### src/rtl/cfcr_pkg.sv
// Shared types, constants and the CRC-8 byte update for the frame checker and responder.
// No dependencies; every other file but cfcr_ram imports this package.
package cfcr_pkg;

    // Result status codes
    localparam logic [1:0] ST_REPLY    = 2'd0;
    localparam logic [1:0] ST_CRC_ERR  = 2'd1;
    localparam logic [1:0] ST_ZERO_LEN = 2'd2;
    localparam logic [1:0] ST_TOO_LONG = 2'd3;

    localparam logic [7:0] CRC_INIT = 8'hFF;
    localparam logic [7:0] CRC_POLY = 8'h31;
    localparam logic [7:0] TYPE_REPLY_BIT = 8'h80;

    // Depth of the job queue between front and back
    localparam int QDEPTH = 2;

    // One job handed from front to back: a status-only result or a whole reply
    typedef struct packed {
        logic [1:0] status;
        logic [7:0] preamble;
        logic [7:0] count;
        logic [7:0] type_out;
        logic [7:0] length;
        logic [7:0] crc;
    } t_job;

    typedef struct packed {
        logic full;
        logic not_empty;
    } t_qstat;

    // CRC-8, MSB first, one byte
    function automatic logic [7:0] crc_add(input logic [7:0] crc, input logic [7:0] b);
        logic [7:0] c;
        c = crc ^ b;
        for (int k = 0; k < 8; k++) begin
            if (c[7]) begin
                c = {c[6:0], 1'b0} ^ CRC_POLY;
            end else begin
                c = {c[6:0], 1'b0};
            end
        end
        return c;
    endfunction

endpackage

### src/rtl/cfcr_ram.sv
// Generic single-write, single-read RAM with registered read data.
// No dependencies.
module cfcr_ram #(
    parameter int WIDTH = 8,
    parameter int DEPTH = 32
) (
    input  logic                                    i_clk,
    input  logic                                    i_we,
    input  logic [(DEPTH > 1 ? $clog2(DEPTH) : 1)-1:0] i_waddr,
    input  logic [WIDTH-1:0]                        i_wdata,
    input  logic                                    i_re,
    input  logic [(DEPTH > 1 ? $clog2(DEPTH) : 1)-1:0] i_raddr,
    output logic [WIDTH-1:0]                        o_rdata
);

    logic [WIDTH-1:0] r_mem [DEPTH];
    logic [WIDTH-1:0] r_rdata;

    always_ff @(posedge i_clk) begin
        if (i_we) begin
            r_mem[i_waddr] <= i_wdata;
        end
        if (i_re) begin
            r_rdata <= r_mem[i_raddr];
        end
    end

    assign o_rdata = r_rdata;

endmodule

### src/rtl/cfcr_front.sv
// Front end: parses the incoming frame, runs both CRCs, stores payload, queues jobs.
// Depends on cfcr_pkg.
module cfcr_front import cfcr_pkg::*; #(
    parameter int MAX_PAYLOAD = 32
) (
    input  logic                                                i_clk,
    input  logic                                                i_rst_n,
    input  logic                                                i_push,
    output logic                                                o_full,
    input  logic                                                i_func,
    input  logic [7:0]                                          i_rx_byte,
    input  t_qstat                                              i_qstat,
    input  logic                                                i_back_busy,
    output logic                                                o_job_push,
    output t_job                                                o_job,
    output logic                                                o_we,
    output logic [(MAX_PAYLOAD > 1 ? $clog2(MAX_PAYLOAD) : 1)-1:0] o_waddr,
    output logic [7:0]                                          o_wdata
);

    localparam int AW = (MAX_PAYLOAD > 1) ? $clog2(MAX_PAYLOAD) : 1;
    localparam int CW = $clog2(MAX_PAYLOAD + 1);
    localparam logic [7:0] MAX_LEN = 8'(MAX_PAYLOAD);

    localparam logic [2:0] PH_PRE = 3'd0;
    localparam logic [2:0] PH_CNT = 3'd1;
    localparam logic [2:0] PH_TYP = 3'd2;
    localparam logic [2:0] PH_LEN = 3'd3;
    localparam logic [2:0] PH_PAY = 3'd4;
    localparam logic [2:0] PH_CRC = 3'd5;

    logic [2:0]    r_phase, n_phase;
    logic [7:0]    r_check, n_check;
    logic [7:0]    r_reply, n_reply;
    logic [CW-1:0] r_count, n_count;
    logic [7:0]    r_pre, n_pre;
    logic [7:0]    r_cnt, n_cnt;
    logic [7:0]    r_typ, n_typ;
    logic [7:0]    r_len, n_len;
    logic          accept;
    logic [7:0]    check_nx;
    logic [CW-1:0] count_inc;

    // Hold input while the queue is full; payload also while the store is being read out
    assign o_full = i_qstat.full
                 || ((r_phase == PH_PAY) && (i_qstat.not_empty || i_back_busy));
    assign accept = i_push && !o_full;
    assign check_nx = crc_add(r_check, i_rx_byte);
    assign count_inc = r_count + CW'(1);

    assign o_waddr = r_count[AW-1:0];
    assign o_wdata = i_rx_byte;

    always_comb begin
        n_phase = r_phase;
        n_check = r_check;
        n_reply = r_reply;
        n_count = r_count;
        n_pre = r_pre;
        n_cnt = r_cnt;
        n_typ = r_typ;
        n_len = r_len;
        o_job_push = 1'b0;
        o_we = 1'b0;
        o_job = '{status: ST_REPLY, preamble: r_pre, count: r_cnt,
                  type_out: r_typ | TYPE_REPLY_BIT, length: r_len, crc: r_reply};
        if (accept) begin
            if (i_func) begin
                n_phase = PH_PRE;
                n_check = CRC_INIT;
                n_reply = CRC_INIT;
                n_count = '0;
            end else begin
                n_check = check_nx;
                unique case (r_phase)
                    PH_CNT: begin
                        n_cnt = i_rx_byte;
                        n_reply = crc_add(r_reply, i_rx_byte);
                        n_phase = PH_TYP;
                    end
                    PH_TYP: begin
                        n_typ = i_rx_byte;
                        n_reply = crc_add(r_reply, i_rx_byte | TYPE_REPLY_BIT);
                        n_phase = PH_LEN;
                    end
                    PH_LEN: begin
                        n_len = i_rx_byte;
                        if (i_rx_byte == 8'd0 || i_rx_byte > MAX_LEN) begin
                            o_job_push = 1'b1;
                            o_job.status = (i_rx_byte == 8'd0) ? ST_ZERO_LEN : ST_TOO_LONG;
                            n_phase = PH_PRE;
                            n_check = CRC_INIT;
                            n_reply = CRC_INIT;
                        end else begin
                            n_reply = crc_add(r_reply, i_rx_byte);
                            n_phase = PH_PAY;
                        end
                        n_count = '0;
                    end
                    PH_PAY: begin
                        o_we = 1'b1;
                        n_reply = crc_add(r_reply, i_rx_byte);
                        n_count = count_inc;
                        if (8'(count_inc) >= r_len) begin
                            n_phase = PH_CRC;
                        end
                    end
                    PH_CRC: begin
                        o_job_push = 1'b1;
                        if (check_nx != 8'd0) begin
                            o_job.status = ST_CRC_ERR;
                        end
                        n_phase = PH_PRE;
                        n_check = CRC_INIT;
                        n_reply = CRC_INIT;
                        n_count = '0;
                    end
                    default: begin
                        // preamble, and unused codes taken as a fresh start
                        n_pre = i_rx_byte;
                        n_check = crc_add(CRC_INIT, i_rx_byte);
                        n_reply = crc_add(CRC_INIT, i_rx_byte);
                        n_count = '0;
                        n_phase = PH_CNT;
                    end
                endcase
            end
        end
    end

    always_ff @(posedge i_clk) begin
        if (!i_rst_n) begin
            r_phase <= PH_PRE;
            r_check <= CRC_INIT;
            r_reply <= CRC_INIT;
            r_count <= '0;
        end else begin
            r_phase <= n_phase;
            r_check <= n_check;
            r_reply <= n_reply;
            r_count <= n_count;
        end
        r_pre <= n_pre;
        r_cnt <= n_cnt;
        r_typ <= n_typ;
        r_len <= n_len;
    end

endmodule

### src/rtl/cfcr_queue.sv
// Short job queue between front and back.
// Depends on cfcr_pkg.
module cfcr_queue import cfcr_pkg::*; (
    input  logic   i_clk,
    input  logic   i_rst_n,
    input  logic   i_push,
    input  t_job   i_job,
    input  logic   i_pop,
    output t_job   o_job,
    output t_qstat o_qstat
);

    localparam int PW = $clog2(QDEPTH);
    localparam int NW = $clog2(QDEPTH + 1);

    t_job          r_mem [QDEPTH];
    logic [PW-1:0] r_wp, n_wp;
    logic [PW-1:0] r_rp, n_rp;
    logic [NW-1:0] r_num, n_num;

    assign o_job = r_mem[r_rp];
    assign o_qstat.full = (r_num == NW'(QDEPTH));
    assign o_qstat.not_empty = (r_num != '0);

    always_comb begin
        n_wp = r_wp;
        n_rp = r_rp;
        n_num = r_num;
        if (i_push) begin
            n_wp = (r_wp == PW'(QDEPTH - 1)) ? '0 : r_wp + PW'(1);
        end
        if (i_pop) begin
            n_rp = (r_rp == PW'(QDEPTH - 1)) ? '0 : r_rp + PW'(1);
        end
        if (i_push && !i_pop) begin
            n_num = r_num + NW'(1);
        end else if (i_pop && !i_push) begin
            n_num = r_num - NW'(1);
        end
    end

    always_ff @(posedge i_clk) begin
        if (!i_rst_n) begin
            r_wp <= '0;
            r_rp <= '0;
            r_num <= '0;
        end else begin
            r_wp <= n_wp;
            r_rp <= n_rp;
            r_num <= n_num;
        end
        if (i_push) begin
            r_mem[r_wp] <= i_job;
        end
    end

endmodule

### src/rtl/cfcr_back.sv
// Back end: turns queued jobs into result words, reading payload from the store.
// Depends on cfcr_pkg.
module cfcr_back import cfcr_pkg::*; #(
    parameter int MAX_PAYLOAD = 32
) (
    input  logic                                                i_clk,
    input  logic                                                i_rst_n,
    input  logic                                                i_job_valid,
    input  t_job                                                i_job,
    output logic                                                o_job_pop,
    output logic                                                o_busy,
    output logic                                                o_re,
    output logic [(MAX_PAYLOAD > 1 ? $clog2(MAX_PAYLOAD) : 1)-1:0] o_raddr,
    input  logic [7:0]                                          i_rdata,
    output logic                                                o_empty,
    input  logic                                                i_pop,
    output logic [7:0]                                          o_tx_byte,
    output logic                                                o_last,
    output logic [1:0]                                          o_status
);

    localparam int AW = (MAX_PAYLOAD > 1) ? $clog2(MAX_PAYLOAD) : 1;

    localparam logic [2:0] B_IDLE = 3'd0;
    localparam logic [2:0] B_STAT = 3'd1;
    localparam logic [2:0] B_HDR  = 3'd2;
    localparam logic [2:0] B_RD   = 3'd3;
    localparam logic [2:0] B_WR   = 3'd4;
    localparam logic [2:0] B_CRC  = 3'd5;

    logic [2:0]    r_state, n_state;
    t_job          r_job, n_job;
    logic [1:0]    r_hidx, n_hidx;
    logic [AW-1:0] r_pidx, n_pidx;
    logic          r_ovalid, n_ovalid;
    logic [7:0]    r_otx, n_otx;
    logic          r_olast, n_olast;
    logic [1:0]    r_ost, n_ost;
    logic          out_free;
    logic [7:0]    hdr_byte;

    assign out_free = !r_ovalid || i_pop;
    assign o_busy = (r_state != B_IDLE);
    assign o_job_pop = (r_state == B_IDLE) && i_job_valid;
    assign o_re = (r_state == B_RD);
    assign o_raddr = r_pidx;
    assign o_empty = !r_ovalid;
    assign o_tx_byte = r_otx;
    assign o_last = r_olast;
    assign o_status = r_ost;

    always_comb begin
        unique case (r_hidx)
            2'd0: hdr_byte = r_job.preamble;
            2'd1: hdr_byte = r_job.count;
            2'd2: hdr_byte = r_job.type_out;
            default: hdr_byte = r_job.length;
        endcase
    end

    always_comb begin
        n_state = r_state;
        n_job = r_job;
        n_hidx = r_hidx;
        n_pidx = r_pidx;
        n_ovalid = r_ovalid && !i_pop;
        n_otx = r_otx;
        n_olast = r_olast;
        n_ost = r_ost;
        unique case (r_state)
            B_IDLE: begin
                if (i_job_valid) begin
                    n_job = i_job;
                    n_hidx = '0;
                    n_pidx = '0;
                    n_state = (i_job.status == ST_REPLY) ? B_HDR : B_STAT;
                end
            end
            B_STAT: begin
                if (out_free) begin
                    n_ovalid = 1'b1;
                    n_otx = 8'd0;
                    n_olast = 1'b1;
                    n_ost = r_job.status;
                    n_state = B_IDLE;
                end
            end
            B_HDR: begin
                if (out_free) begin
                    n_ovalid = 1'b1;
                    n_otx = hdr_byte;
                    n_olast = 1'b0;
                    n_ost = ST_REPLY;
                    n_hidx = r_hidx + 2'd1;
                    if (r_hidx == 2'd3) begin
                        n_state = B_RD;
                    end
                end
            end
            B_RD: begin
                n_state = B_WR;
            end
            B_WR: begin
                if (out_free) begin
                    n_ovalid = 1'b1;
                    n_otx = i_rdata;
                    n_olast = 1'b0;
                    n_ost = ST_REPLY;
                    n_pidx = r_pidx + AW'(1);
                    n_state = ((8'(r_pidx) + 8'd1) == r_job.length) ? B_CRC : B_RD;
                end
            end
            B_CRC: begin
                if (out_free) begin
                    n_ovalid = 1'b1;
                    n_otx = r_job.crc;
                    n_olast = 1'b1;
                    n_ost = ST_REPLY;
                    n_state = B_IDLE;
                end
            end
            default: begin
                n_state = B_IDLE;
            end
        endcase
    end

    always_ff @(posedge i_clk) begin
        if (!i_rst_n) begin
            r_state <= B_IDLE;
            r_ovalid <= 1'b0;
        end else begin
            r_state <= n_state;
            r_ovalid <= n_ovalid;
        end
        r_job <= n_job;
        r_hidx <= n_hidx;
        r_pidx <= n_pidx;
        r_otx <= n_otx;
        r_olast <= n_olast;
        r_ost <= n_ost;
    end

endmodule

### src/rtl/crc8_frame_checker_responder_top.sv
// Top level of the CRC-8 framed packet checker and echo responder.
// Depends on cfcr_pkg, cfcr_ram, cfcr_front, cfcr_queue and cfcr_back.
//
//  Channel   Handshake             Word
//  -------   --------------------  ----------------------------------
//  input     push / full           i_func, i_rx_byte
//  result    empty / pop           o_tx_byte, o_last, o_status
//
// Flow: the front takes one input word per cycle while full is low. A reply
// of length L leaves as 4 header words, L payload words and 1 CRC word;
// each payload word takes a store read, then an output load. A status
// result passes through the job queue and a status state before it is loaded.
// Reset: synchronous, active low; parser, job queue and output flag clear,
// the payload store is not cleared (only entries of the current frame are read).
// Stalls: full rises when the job queue is full, and on payload bytes while
// a job waits in the queue or the back end is still busy. The result word
// holds until popped.
module crc8_frame_checker_responder_top import cfcr_pkg::*; #(
    parameter int MAX_PAYLOAD = 32
) (
    input  logic       i_clk,
    input  logic       i_rst_n,
    input  logic       push,
    output logic       full,
    input  logic       i_func,
    input  logic [7:0] i_rx_byte,
    output logic       empty,
    input  logic       pop,
    output logic [7:0] o_tx_byte,
    output logic       o_last,
    output logic [1:0] o_status
);

    localparam int AW = (MAX_PAYLOAD > 1) ? $clog2(MAX_PAYLOAD) : 1;

    // front to queue
    logic   job_push;
    t_job   job_in;
    // queue to back
    t_job   job_out;
    t_qstat qstat;
    logic   job_pop;
    logic   back_busy;
    // payload store
    logic          we;
    logic [AW-1:0] waddr;
    logic [7:0]    wdata;
    logic          re;
    logic [AW-1:0] raddr;
    logic [7:0]    rdata;

    // Parse the frame, check the CRC, store payload and post one job per frame
    cfcr_front #(
        .MAX_PAYLOAD(MAX_PAYLOAD)
    ) u_front (
        .i_clk       (i_clk),
        .i_rst_n     (i_rst_n),
        .i_push      (push),
        .o_full      (full),
        .i_func      (i_func),
        .i_rx_byte   (i_rx_byte),
        .i_qstat     (qstat),
        .i_back_busy (back_busy),
        .o_job_push  (job_push),
        .o_job       (job_in),
        .o_we        (we),
        .o_waddr     (waddr),
        .o_wdata     (wdata)
    );

    // Decouple parsing from reply generation
    cfcr_queue u_queue (
        .i_clk   (i_clk),
        .i_rst_n (i_rst_n),
        .i_push  (job_push),
        .i_job   (job_in),
        .i_pop   (job_pop),
        .o_job   (job_out),
        .o_qstat (qstat)
    );

    // Payload bytes of the current frame
    cfcr_ram #(
        .WIDTH (8),
        .DEPTH (MAX_PAYLOAD)
    ) u_store (
        .i_clk   (i_clk),
        .i_we    (we),
        .i_waddr (waddr),
        .i_wdata (wdata),
        .i_re    (re),
        .i_raddr (raddr),
        .o_rdata (rdata)
    );

    // Emit status or the reply frame, one word at a time
    cfcr_back #(
        .MAX_PAYLOAD(MAX_PAYLOAD)
    ) u_back (
        .i_clk       (i_clk),
        .i_rst_n     (i_rst_n),
        .i_job_valid (qstat.not_empty),
        .i_job       (job_out),
        .o_job_pop   (job_pop),
        .o_busy      (back_busy),
        .o_re        (re),
        .o_raddr     (raddr),
        .i_rdata     (rdata),
        .o_empty     (empty),
        .i_pop       (pop),
        .o_tx_byte   (o_tx_byte),
        .o_last      (o_last),
        .o_status    (o_status)
    );

endmodule
### config.mk
export PLATFORM = sky130hd
export DESIGN_NAME = crc8_frame_checker_responder_top
export DESIGN_NICKNAME = d
export VERILOG_FILES = /design/src/rtl/cfcr_pkg.sv /design/src/rtl/cfcr_ram.sv /design/src/rtl/cfcr_front.sv /design/src/rtl/cfcr_queue.sv /design/src/rtl/cfcr_back.sv /design/src/rtl/crc8_frame_checker_responder_top.sv
export SDC_FILE = /design/constraint.sdc
export NUM_CORES = 1
export LEC_CHECK = 0
export ABC_AREA = 1
export BUFFER_PORTS_ARGS = -buffer_cell sky130_fd_sc_hd__buf_2
export CORE_MARGIN = 2
export CORE_UTILIZATION = 60
export DETAILED_ROUTE_END_ITERATION = 10
export PLACE_DENSITY = 0.76
export SYNTH_ARGS = -nofsm -noshare
export SYNTH_HDL_FRONTEND = slang
export SYNTH_SLANG_ARGS = --single-unit
### constraint.sdc
create_clock -name i_clk -period 5.41 [get_ports i_clk]
set_input_delay 1.623 -clock i_clk [delete_from_list [all_inputs] [get_ports i_clk]]
set_output_delay 1.623 -clock i_clk [all_outputs]
set_load 0.005 [all_outputs]
==> impl.org, run 1 <==
** Worst hold path
- The tightest min-delay check is of the reg2reg type.
- Worst Hold Endpoint :: u_queue.r_mem[0][22]$_DFFE_PP_
- The worst hold path begins at u_front.r_typ[6]$_DFFE_PP_.
- Counting instances, the worst hold path has a depth of 0.

** Placement
- During placement, the flow inserted port buffers numbering 25.
- The congestion estimate from routability-driven global placement came to 0.901.
- Detailed placement finished with a half-perimeter wire length of roughly 29000 µm.
- Placement-stage cell area :: 0.0203 mm²
- DP Cell Count :: between 2000 and 2500

** Die
- For this configuration, the core starts out at a cell density of 0.609.
- Number of I/O pins :: 26
- Die height :: approximately 190 µm
- The floorplan step set the die width to ~190 µm.
- Area of the core region :: about 0.033 mm²
- Std cell rows :: 66
- Die Footprint :: between 0.03 and 0.04 mm²

** Critical path
- The worst setup path is launched from an input port.
- Walking the worst path, the cells encountered are buf_2, nor2_1, nand2_1, nor2_1, nand2_1, nand2_4, nor2_4, inv_1, nor2_4, buf_4.
- R2R Path End :: u_store.r_mem[23][5]$_DFFE_PP_
- The worst setup path is captured at a register.
- Of all nets on the critical path, the largest fanout is 45.
- Worst setup slack for register-to-register paths :: ~2000 ps
- Slowest stage cell, crit path :: sky130_fd_sc_hd__buf_2
- Crit path from :: i_rx_byte[7]
- On the worst path, the slowest cell contributes a delay of between 600 and 700 ps.
- Arrival time worst endpoint :: 3890 ps
- Launching point of the worst reg2reg path :: u_back.r_state[0]$_SDFFE_PN0P_
- At the worst endpoint, the required time is between 5000 and 6000 ps.
- By startpoint and endpoint, the worst setup path is classified as in2reg.
- Number of cells on the worst reg-to-reg path :: 9

** Synth
- Primary FF master, synth :: sky130_fd_sc_hd__edfxtp_1
- Combinational family with the most area after synthesis :: simple AND/OR/NAND/NOR gates
- The cell area that synthesis handed to floorplanning was 0.0198 mm².
- Total nets after synthesis :: roughly 1800
- Cell taking the most area after synthesis :: sky130_fd_sc_hd__edfxtp_1
- In this run, synthesis inferred 436 flip-flops with an integrated enable.
- The share of the Yosys chip area taken by registers is 0.695.
- Yosys warnings :: 0
- Cell count after synthesis :: 1765
- Area share of xor/xnor cells in the synthesized design :: 0.0119
- The synthesized design contains between 400 and 500 register bits.
- Post-Synth Simple-Gate Area :: 0.158
- Multiplexer area fraction after synthesis :: 0
- Area fraction in compound gates after synthesis :: 0.0915
- After synthesis, the share of flip-flops with an asynchronous set or reset is 0.
- The average instance in the mapped netlist occupies 11.2 µm².
- Of the total synthesized cell area, the portion taken by full adders, half adders and majority gates is 0.0101.
- The share of synthesized area in the top cell type comes to 0.661.
- Ranked by total cell area, the synthesized netlist is headed by sky130_fd_sc_hd__edfxtp_1 (66%), sky130_fd_sc_hd__nand2_1 (8.5%), sky130_fd_sc_hd__o21ai_0 (4.0%).
- Post-synthesis cell type count :: 43

** Pwr
- Cell internal power was estimated by the tool at 6.92 mW.
- Switching part of the total power :: 0.345
- Sequential share of power :: 0.432
- The share of total power dissipated in the clock network is 0.289.
- In this run the static leakage power is 7.99 nW.
- Cell Pwr Density :: between 400 and 500 mW/mm²
- Relative contribution of combinational cells to total power :: 0.279
- IR analysis of the VDD net gives a maximum drop of approximately 0.00027 V.
- For this design the total switching power over the nets is about 3.6 mW.

** Route
- Total via count after detailed routing :: 13700
- Number of search-and-repair iterations in the first detailed-routing pass :: 5
- DRC :: 0
- Average vias per placed instance :: 6.05
- Once detail routing completed, the nets flagged for antenna violations numbered 0.
- In the final routed layout, each cell accounts on average for between 20 and 25 µm.
- After detailed routing, the total wire length is 46700 µm.
- In this run, the number of DRC markers left after iteration 0 of detailed routing was between 1500 and 2000.

** Flow run
- Max-cap violations :: 0

** Timing
- Min cycle time layout :: between 3000 and 4000 ps
- Share of the clock period used by the worst path :: 0.675
- The final hold violation count came to 0.
- The number of max-slew violations in the final report was 0.
- Post-Route Skew :: around 20 ps
- Maximum frequency from static timing analysis :: between 200 and 300 MHz
- At the pin with the least slew margin, the transition time is approximately 1100 ps.
- Slew margin rel. :: 0.245
- Setup violations remaining at the end of the flow were counted as 0.
- RSZ-0062 raised after global routing :: no
- Summed over all failing endpoints, the final setup total negative slack is 0 ps.

** Cells and area
- In the final layout, the share of cells above drive strength 1 is 0.0747.
- Most used cells in the layout excluding fill and tap cells :: sky130_fd_sc_hd__nand2_1 (450), sky130_fd_sc_hd__edfxtp_1 (436), sky130_fd_sc_hd__nor2_1 (206)
- Final instance count without filler cells :: between 2000 and 2500
- Fill cells in the final layout number around 2300.
- Layout Area Growth over Synthesis :: 9.93%
- The library cell used most frequently in the layout, excluding fill and tap cells, is sky130_fd_sc_hd__nand2_1.
- Final layout net count :: 1811
- After routing the design area is between 0.02 and 0.025 mm².

** GRT
- The number of antenna violations at the first check in global routing came to 1.
- Global Route Usage Sum :: 0.277
- Global routing finished with a remaining overflow of 0.
- Number of global-route vias before repair :: about 13000
- Maximum number of pins on one net before global-route repair :: 65
- The first global-routing pass estimated 71900 µm of wire.

** Clocking
- Buffers inserted by post-CTS timing repair :: 0
- Hold bufs inserted after CTS :: 0
- Sinks on Clock Net :: 470
- Total CTS buffers :: 46
- H-tree levels :: 2
- The later pin in the worst-skew pair is clocked with a latency of between 500 and 600 ps.
- Clock-pin slew was measured on the worst setup and hold paths at 60 ps.
- TritonCTS built the clock tree.
- In this run, post-CTS repair resized a total of 0 instances.
- Clock tree synthesis selected as its root buffer the cell sky130_fd_sc_hd__clkbuf_16.
- In this run the deepest clock path goes through 3 buffers.

** Status
- Result of the run :: finished, final reports clean
## Yosys cell counts, types with 2 or more instances
master / instances
sky130_fd_sc_hd__xor2_1: 18
sky130_fd_sc_hd__o22ai_1: 55
sky130_fd_sc_hd__clkbuf_2: 2
sky130_fd_sc_hd__a31oi_1: 3
sky130_fd_sc_hd__edfxtp_1: 436
sky130_fd_sc_hd__nand2_1: 450
sky130_fd_sc_hd__ha_1: 16
sky130_fd_sc_hd__or2_2: 3
sky130_fd_sc_hd__o211ai_1: 10
sky130_fd_sc_hd__nor3_1: 5
sky130_fd_sc_hd__xnor2_1: 9
sky130_fd_sc_hd__clkinv_1: 3
sky130_fd_sc_hd__clkbuf_1: 50
sky130_fd_sc_hd__buf_1: 10
sky130_fd_sc_hd__inv_2: 5
sky130_fd_sc_hd__nand3_1: 75
sky130_fd_sc_hd__dfxtp_1: 34
sky130_fd_sc_hd__o21ai_0: 157
sky130_fd_sc_hd__nor2_1: 208
sky130_fd_sc_hd__nor3_2: 2
sky130_fd_sc_hd__nand2_2: 2
sky130_fd_sc_hd__o221ai_1: 30
sky130_fd_sc_hd__a21oi_1: 56
sky130_fd_sc_hd__a22oi_1: 4
sky130_fd_sc_hd__nand4_1: 8
sky130_fd_sc_hd__inv_1: 80
sky130_fd_sc_hd__nand2_4: 5
sky130_fd_sc_hd__buf_2: 14
## final cells by class
type / count / area (µm²) / area share
Inverter: 89 / 337 / 0.0155
Timing Repair Buffer: 47 / 290 / 0.0133
Clock buffer: 56 / 1190 / 0.0546
Antenna cell: 2 / 5.00 / 0.000230
Sequential cell: 470 / 13800 / 0.632
Multi-Input combinational cell: 1128 / 5400 / 0.248
Tap cell: 442 / 553 / 0.0254
Clock inverter: 30 / 239 / 0.0110
## power by group through the flow
stage / logic (mW) / registers (mW) / clock network (mW)
after floorplan: 1.98 / 4.57 / 0
final: 2.94 / 4.56 / 3.05
after CTS: 2.90 / 4.56 / 3.07
after detailed placement: 2.88 / 4.63 / 0
after global placement: 2.81 / 4.62 / 0
after global routing: 3.24 / 4.59 / 3.21
## worst max-delay path by stage
stage                     cells past startpoint                             end
after floorplan                              11   u_queue.r_mem[1][0]$_DFFE_PP_
after global placement                       10  u_queue.r_mem[1][24]$_DFFE_PP_
after detailed placement                     10  u_queue.r_mem[1][33]$_DFFE_PP_
after CTS                                    10  u_queue.r_mem[1][24]$_DFFE_PP_
after global routing                         10  u_queue.r_mem[1][24]$_DFFE_PP_
final                                        10  u_queue.r_mem[1][24]$_DFFE_PP_
## metal layers
layer  part of all wire  wire length [µm]  GRT usage  vias up
li1                   -                 -          -     6266
met1               0.40             18800      0.383     6589
met2               0.47             22000      0.441      719
met3              0.092              4310     0.0536      119
met4              0.034              1610      0.107        0
met5                  0                 0          0        -
## flip-flops by register name, summed over array words and instances (netlist names), named ones only
register and cells:
u_queue.r_wp 1, u_back.o_raddr 5, u_back.r_hidx 2, u_front.r_reply 8
u_back.r_ovalid 1, u_front.r_pre 8, u_queue.r_mem 82, u_back.o_last 1
u_queue.r_num 2, u_front.r_cnt 8, u_front.r_count 6, u_back.r_job 41
u_store.o_rdata 8, u_front.r_phase 3, u_back.o_status 2, u_front.r_typ 7
u_front.r_len 8, u_queue.r_rp 1, u_store.r_mem 256, u_back.o_tx_byte 8
u_front.r_check 8, u_back.r_state 3
## worst max-delay path, delay by kind of cell
family | cells | cell delay [ps]
and+or+nand+nor | 7 | 1140
buffers and inverters | 3 | 1090
## metrics by stage
stage                     total power [mW]  setup slack (ps)  hold WS [ps]   util
after CTS                             10.5              1750           444  0.669
after detailed placement              7.51              1160           431  0.625
after global routing                  11.0              1550           459  0.669
after global placement                7.43              1240           423  0.625
after floorplan                       6.55               746           421      -
final                                 10.6              1760           444  0.669
## kinds of logic (layout without fill, tap and decap cells)
kind of cell / count (synthesis) / count (layout)
AOI/OAI and AO/OA: 317 / 317
xor gates and xnor gates: 27 / 27
buffers and inverters: 167 / 222
adders and majority gates: 16 / 16
other: 0 / 2
and+or+nand+nor: 768 / 768
DFF: 470 / 470
Note: power is estimated with default switching activity, not from simulation.
==> inputs of run 2 (changes only) <==
==> constraint.sdc (replaced) <==
create_clock -name i_clk -period 3.8 [get_ports i_clk]
set_input_delay 1.14 -clock i_clk [delete_from_list [all_inputs] [get_ports i_clk]]
set_output_delay 1.14 -clock i_clk [all_outputs]
set_load 0.005 [all_outputs]
==> impl.org, run 2 (synthesized netlist as in run 1, its figures left out) <==
** Clocking
- Post-CTS repair changed the size of 0 cells.
- After clock tree synthesis, the clock-pin slew on the worst setup and hold paths is approximately 60 ps.
- Worst-skew pair later-pin latency :: 550 ps
- The H-tree was split into 2 levels.
- TritonCTS clock tree :: done
- Buffer cell driving the clock tree root :: sky130_fd_sc_hd__clkbuf_16
- The clock passes through at most 3 buffers.
- The number of clock buffers added by TritonCTS is 46.
- Hold bufs inserted after CTS :: 0
- Sinks on Clock Net :: 470
- Buffers inserted by post-CTS timing repair :: 0

** Cells and area
- The register with the most flip-flops in the final layout is u_store.r_mem.
- Most used cells in the layout excluding fill and tap cells :: sky130_fd_sc_hd__nand2_1 (450), sky130_fd_sc_hd__edfxtp_1 (436), sky130_fd_sc_hd__nor2_1 (206)
- Layout Area Growth over Synthesis :: 10.8%
- Total area of multi-input combinational cells :: approximately 0.0054 mm²
- The largest registers in the layout are u_store.r_mem x256, u_queue.r_mem x82, u_back.r_job x41.
- Layout filler cell count :: between 2000 and 2500
- The final layout contains roughly 1800 nets.
- Final instance count without filler cells :: 2272
- Of the cells placed in the final design, the portion with a size suffix greater than 1 is 0.0870.
- The register with the most flip-flops in the layout has roughly 260 of them.
- Most common cell after layout, fill and taps aside :: sky130_fd_sc_hd__nand2_1
- Sequential cell area in the final layout :: about 0.014 mm²

** Timing
- Hold timing on the final database bottoms out at a slack of ~440 ps.
- Setup repair after global routing left no endpoint under its margin.
- In this run the tightest slew margin relative to its limit is 0.361.
- The final hold violation count is 0.
- The number of max-slew violations in the final report was 0.
- Post-route setup TNS :: 0 ps
- Across all setup checks in the final design, the least slack found is about 510 ps.
- Dividing the final minimum period by the clock period gives 0.865.
- At the pin with the least slew margin, the transition time is 957 ps.
- Clock skew on the completed layout was measured at about 15 ps.
- Based on the critical path, the design can be clocked at up to 304 MHz.
- Setup violations remaining at the end of the flow were counted as 0.
- Min cycle time layout :: around 3300 ps

** Placement
- The congestion estimate from routability-driven global placement came to around 0.95.
- Detailed placement ended at an HPWL of ~30000 µm.
- Input and output buffers added on the ports amount to 25.
- Dpl ws :: 531 ps
- DP Cell Count :: 2185

** Worst hold path
- Class of the worst hold path :: reg2reg

** Critical path
- Of all nets on the critical path, the largest fanout is 19.
- Data on the critical path arrives at its endpoint at roughly 3500 ps.
- CP endpoint kind :: register
- Setup CP Type :: reg2reg
- STA classifies the critical path startpoint as a register.
- Data on the critical path is required at its endpoint by between 3000 and 4000 ps.

** Route
- In the final routed layout, each cell accounts on average for roughly 21 µm.
- The count of nets left with antenna violations once routing finished came out at 0.
- Total wire length :: between 40000 and 50000 µm
- Average vias per placed instance :: between 6 and 7
- Before antenna repair, the detailed router went through 7 iterations.
- DRT iter0 DRCs :: ~1400
- DRC :: 0
- Summing over every cut layer, the via total after detailed routing is between 10000 and 15000.

** GRT
- The total overflow left after global routing is 0.
- Entering global routing, the biggest net connects 74 pins.
- Initial antenna violation count :: 3
- Number of global-route vias before repair :: roughly 13000
- First-pass GRT wire length :: roughly 73000 µm
- Global Route Usage Sum :: 0.284

** Pwr
- Cell Pwr Density :: approximately 700 mW/mm²
- VDD sags by at most between 0.0003 and 0.0004 V.
- Static Leak :: around 8.1 nW
- After layout, the design draws a total of ~15 mW.

** Die
- For this design the top-level I/O count stands at 26.
- In this run the vertical extent of the chip is between 150 and 200 µm.
- Die Footprint :: around 0.034 mm²
- The floorplan has 66 rows.
- The initial utilization of the core area, before any placement, comes to 0.609.
- The core region is approximately 0.033 mm².
- Width of the die :: between 150 and 200 µm

** Status
- Result of the run :: finished, final reports clean

** Flow run
- Max-cap violations in this run came to 0.
[run 2: layout make-up]
type,instances,area share
diodes,3,0.000342
clock buffers,54,0.0566
clock inverters,30,0.0113
inverters,89,0.0153
multi-input cells,1128,0.246
flip-flops and latches,470,0.627
well taps,442,0.0252
repair buffers,56,0.0186
[run 2: per-layer routing]
| metal | vias up | wire length [µm] | GRT usage |
|---|---|---|---|
| met1 | 6551 | 18700 | 0.378 |
| li1 | 6268 | - | - |
| met3 | 152 | 4440 | 0.0552 |
| met5 | - | 0 | 0 |
| met4 | 0 | 2200 | 0.137 |
| met2 | 705 | 22400 | 0.452 |
[run 2: worst max-delay path, cell delays in order (launching register included)]
cell	delay [ps]
sky130_fd_sc_hd__dfxtp_1	370
sky130_fd_sc_hd__nor3_2	330
sky130_fd_sc_hd__nand3_1	320
sky130_fd_sc_hd__nand2_2	200
sky130_fd_sc_hd__nand3_4	230
sky130_fd_sc_hd__inv_4	270
sky130_fd_sc_hd__nand2_4	140
sky130_fd_sc_hd__nor2_8	220
sky130_fd_sc_hd__nand2_2	220
sky130_fd_sc_hd__nor2_1	600
[run 2: final timing paths]
| path | startpoint | end | slack, ps | cells after the start |
|---|---|---|---|---|
| worst max-delay path | u_back.r_state[0]$_SDFFE_PN0P_ | u_store.r_mem[11][5]$_DFFE_PP_ | 510 | 9 |
| worst min register to register | u_front.r_cnt[5]$_DFFE_PP_ | u_queue.r_mem[0][28]$_DFFE_PP_ | 440 | 0 |
| worst min-delay path | u_front.r_cnt[5]$_DFFE_PP_ | u_queue.r_mem[0][28]$_DFFE_PP_ | 440 | 0 |
| worst max register to register | u_back.r_state[0]$_SDFFE_PN0P_ | u_store.r_mem[11][5]$_DFFE_PP_ | 510 | 9 |
[run 2: power breakdown]
group          internal [mW]  total (mW)  switching [mW]  leakage (nW)
Clock                   2.55        4.44            1.89         0.735
Combinational           1.21        4.26            3.05          3.13
Sequential              6.24        6.51           0.267          4.22
[run 2: through the flow]
| stage | area (µm²) | util |
|---|---|---|
| after floorplan | 19800 | - |
| after global placement | 20500 | 0.629 |
| after detailed placement | 20500 | 0.629 |
| after CTS | 22000 | 0.675 |
| after global routing | 22000 | 0.675 |
| final | 22000 | 0.675 |
==> inputs of run 3 (changes only) <==
--- a/config.mk
+++ b/config.mk
@@ -8,9 +8,9 @@
 export ABC_AREA = 1
 export BUFFER_PORTS_ARGS = -buffer_cell sky130_fd_sc_hd__buf_2
 export CORE_MARGIN = 2
-export CORE_UTILIZATION = 60
+export CORE_UTILIZATION = 50
 export DETAILED_ROUTE_END_ITERATION = 10
-export PLACE_DENSITY = 0.76
+export PLACE_DENSITY = 0.66
 export SYNTH_ARGS = -nofsm -noshare
 export SYNTH_HDL_FRONTEND = slang
 export SYNTH_SLANG_ARGS = --single-unit
==> impl.org, run 3 (synthesized netlist as in run 1, its figures left out) <==
** Timing
- Post-Route Skew :: around 21 ps
- Post-route setup TNS :: 0 ps
- Share of the clock period used by the worst path :: 0.837
- For the pin with the worst max-slew slack, the measured transition is around 950 ps.
- RSZ-0062 raised after global routing :: no
- Measured against its own limit, the worst slew margin works out to 0.365.
- Setup violations remaining at the end of the flow were counted as 0.
- Maximum frequency from static timing analysis :: 315 MHz
- The number of max-slew violations in the final report was 0.
- Final worst setup slack :: between 600 and 700 ps
- Tightest hold margin :: ~440 ps
- The smallest clock period supported by the final layout is computed as roughly 3200 ps.
- Hold violation count in the final report :: 0

** Clocking
- Hold bufs inserted after CTS :: 0
- In this run the deepest clock path goes through 3 buffers.
- Clock transition at the registers of the reported paths :: 60 ps
- After clock tree synthesis, the setup repair step added 0 buffers.
- Total CTS buffers :: 47
- Once the clock tree was built, the resizer swapped 0 gates to a different size.
- Buffer cell driving the clock tree root :: sky130_fd_sc_hd__clkbuf_16
- The clock net in this run drives a total of 470 sinks.
- Worst-skew pair later-pin latency :: ~570 ps
- H-tree levels :: 2
- TritonCTS clock tree :: done

** Worst hold path
- Class of the worst hold path :: reg2reg

** Critical path
- Buffering stage count on the worst path with inverters included :: 1
- For this design, the slowest cell found on the critical path is sky130_fd_sc_hd__nor2_1.
- Largest driver fanout on the critical path :: 19
- For the worst setup path, the data arrival time is ~3400 ps.
- Setup CP Type :: reg2reg
- Top cell family by delay on the critical path :: simple AND/OR/NAND/NOR gates
- In this design, the critical path's most frequently occurring cell is sky130_fd_sc_hd__nand2_4.
- Traced cell by cell, the critical path runs through nor3_2, nand3_1, nand2_2, nand3_4, inv_4, nand2_4, nor2_8, nand2_4, nor2_1.
- Peak per-stage delay on the critical path :: 690 ps
- Launching element type of the critical path :: register
- Data on the critical path is required at its endpoint by 3990 ps.
- The worst setup path is captured at a register.

** Placement
- Dpl ws :: slightly above 600 ps
- Routability-driven placement finished with a final weighted congestion of roughly 0.9.
- After detailed placement, the total cell area comes to slightly above 0.02 mm².
- Port buffering added 25 buffers.
- Detailed-placement wirelength estimate :: ~32000 µm

** Die
- The core region is just under 0.04 mm².
- The floorplan step set the die height to 203 µm.
- The die is 203 µm wide.
- The initial utilization of the core area, before any placement, comes to 0.509.
- Die Footprint :: approximately 0.041 mm²
- The floorplan has around 70 rows.
- For this design the top-level I/O count stands at 26.

** Route
- The first detailed-routing pass ran for 6 iterations.
- Average vias per placed instance :: between 5 and 6
- After detailed routing, the total wire length is between 40000 and 50000 µm.
- DRT antenna net count :: 0
- After the first detailed-routing iteration, the DRC count stood at ~1400.
- Total via count after detailed routing :: around 14000
- After detailed routing, the average wire length per cell comes to ~21 µm.
- After detailed routing, the number of remaining DRC violations is 0.

** Cells and area
- Most common cell after layout, fill and taps aside :: sky130_fd_sc_hd__nand2_1
- Most used cells in the layout excluding fill and tap cells :: sky130_fd_sc_hd__nand2_1 (450), sky130_fd_sc_hd__edfxtp_1 (436), sky130_fd_sc_hd__nor2_1 (206)
- Ranked by flip-flop count, first place goes to u_store.r_mem.
- Of the cells placed in the final design, the portion with a size suffix greater than 1 is 0.0904.
- Fill cells in the final layout number between 3000 and 4000.
- Post-route cell area :: roughly 0.022 mm²
- In the final layout, the registers with the most flip-flops are u_store.r_mem x256, u_queue.r_mem x82, u_back.r_job x41.
- Largest register FFs :: 256
- Final layout net count :: between 1500 and 2000
- Compared with the post-synthesis result, the final layout area differs by 11.8%.
- The number of antenna diodes in the final layout is 0.

** Pwr
- Power consumption :: about 15 mW
- The worst-case IR drop observed on VDD is 0.000445 V.
- In this run the power density over the cells is about 700 mW/mm².
- The analysis attributes to cell leakage a power of 8.15 nW.

** GRT
- The number of antenna violations at the first check in global routing is 2.
- Across every metal layer, demand over resource in global routing totals 0.239.
- The via count of the first global-routing pass was 12900.
- Maximum number of pins on one net before global-route repair :: between 100 and 150
- The first global-routing pass estimated 75000 µm of wire.
- Remaining global-route overflow :: 0

** Flow run
- Max-cap violations :: 0

** Status
- Result of the run :: finished, final reports clean
## run 3: changes by cell type in the layout (fill, tap and decap cells not counted), sizes merged
cell / change
buf: +5
bufinv: +1
clkbuf: +7
clkinv: -6
clkinvlp: +1
diode: -3
inv: +1
## run 3: path summary, 6_finish.rpt
check	cells past startpoint	end	slack, ps	start
max reg2reg	9	u_store.r_mem[21][2]$_DFFE_PP_	620	u_back.r_state[0]$_SDFFE_PN0P_
min reg2reg	0	u_queue.r_mem[0][31]$_DFFE_PP_	440	u_front.r_pre[0]$_DFFE_PP_
min	0	u_queue.r_mem[0][31]$_DFFE_PP_	440	u_front.r_pre[0]$_DFFE_PP_
max	9	u_store.r_mem[21][2]$_DFFE_PP_	620	u_back.r_state[0]$_SDFFE_PN0P_
## run 3: area by class of cell
class,count,area [µm²],share of cell area
sequential,470,13800,0.622
multi-input combinational,1128,5400,0.244
clock buffer,61,1310,0.0592
tap,518,648,0.0293
timing repair buffer,61,420,0.0190
inverter,89,337,0.0152
clock inverter,27,268,0.0121
## run 3: report_power, final
group,switching (mW),internal [mW]
Clock,1.95,2.73
Combinational,3.06,1.20
Sequential,0.277,6.24
Total,5.29,10.2
## run 3: worst register-to-register path, stage by stage (launching register included)
cell	delay [ps]
sky130_fd_sc_hd__dfxtp_1	360
sky130_fd_sc_hd__nor3_2	360
sky130_fd_sc_hd__nand3_1	320
sky130_fd_sc_hd__nand2_2	190
sky130_fd_sc_hd__nand3_4	90
sky130_fd_sc_hd__inv_4	190
sky130_fd_sc_hd__nand2_4	160
sky130_fd_sc_hd__nor2_8	240
sky130_fd_sc_hd__nand2_4	190
sky130_fd_sc_hd__nor2_1	690
## run 3: stage by stage
stage,utilization,instances
finish,0.569,2354
detailed placement,0.529,2266
floorplan,-,1765
global route,0.569,2354
global placement,0.529,2266
CTS,0.569,2354
## run 3: layer usage
| layer | routed length [µm] | share of wire | vias to the layer above | GRT usage |
|---|---|---|---|---|
| li1 | - | - | 6291 | - |
| met1 | 21000 | 0.43 | 6553 | 0.336 |
| met2 | 23100 | 0.47 | 576 | 0.388 |
| met3 | 3500 | 0.072 | 95 | 0.0355 |
| met4 | 1250 | 0.026 | 0 | 0.0709 |
| met5 | 0 | 0 | - | 0 |
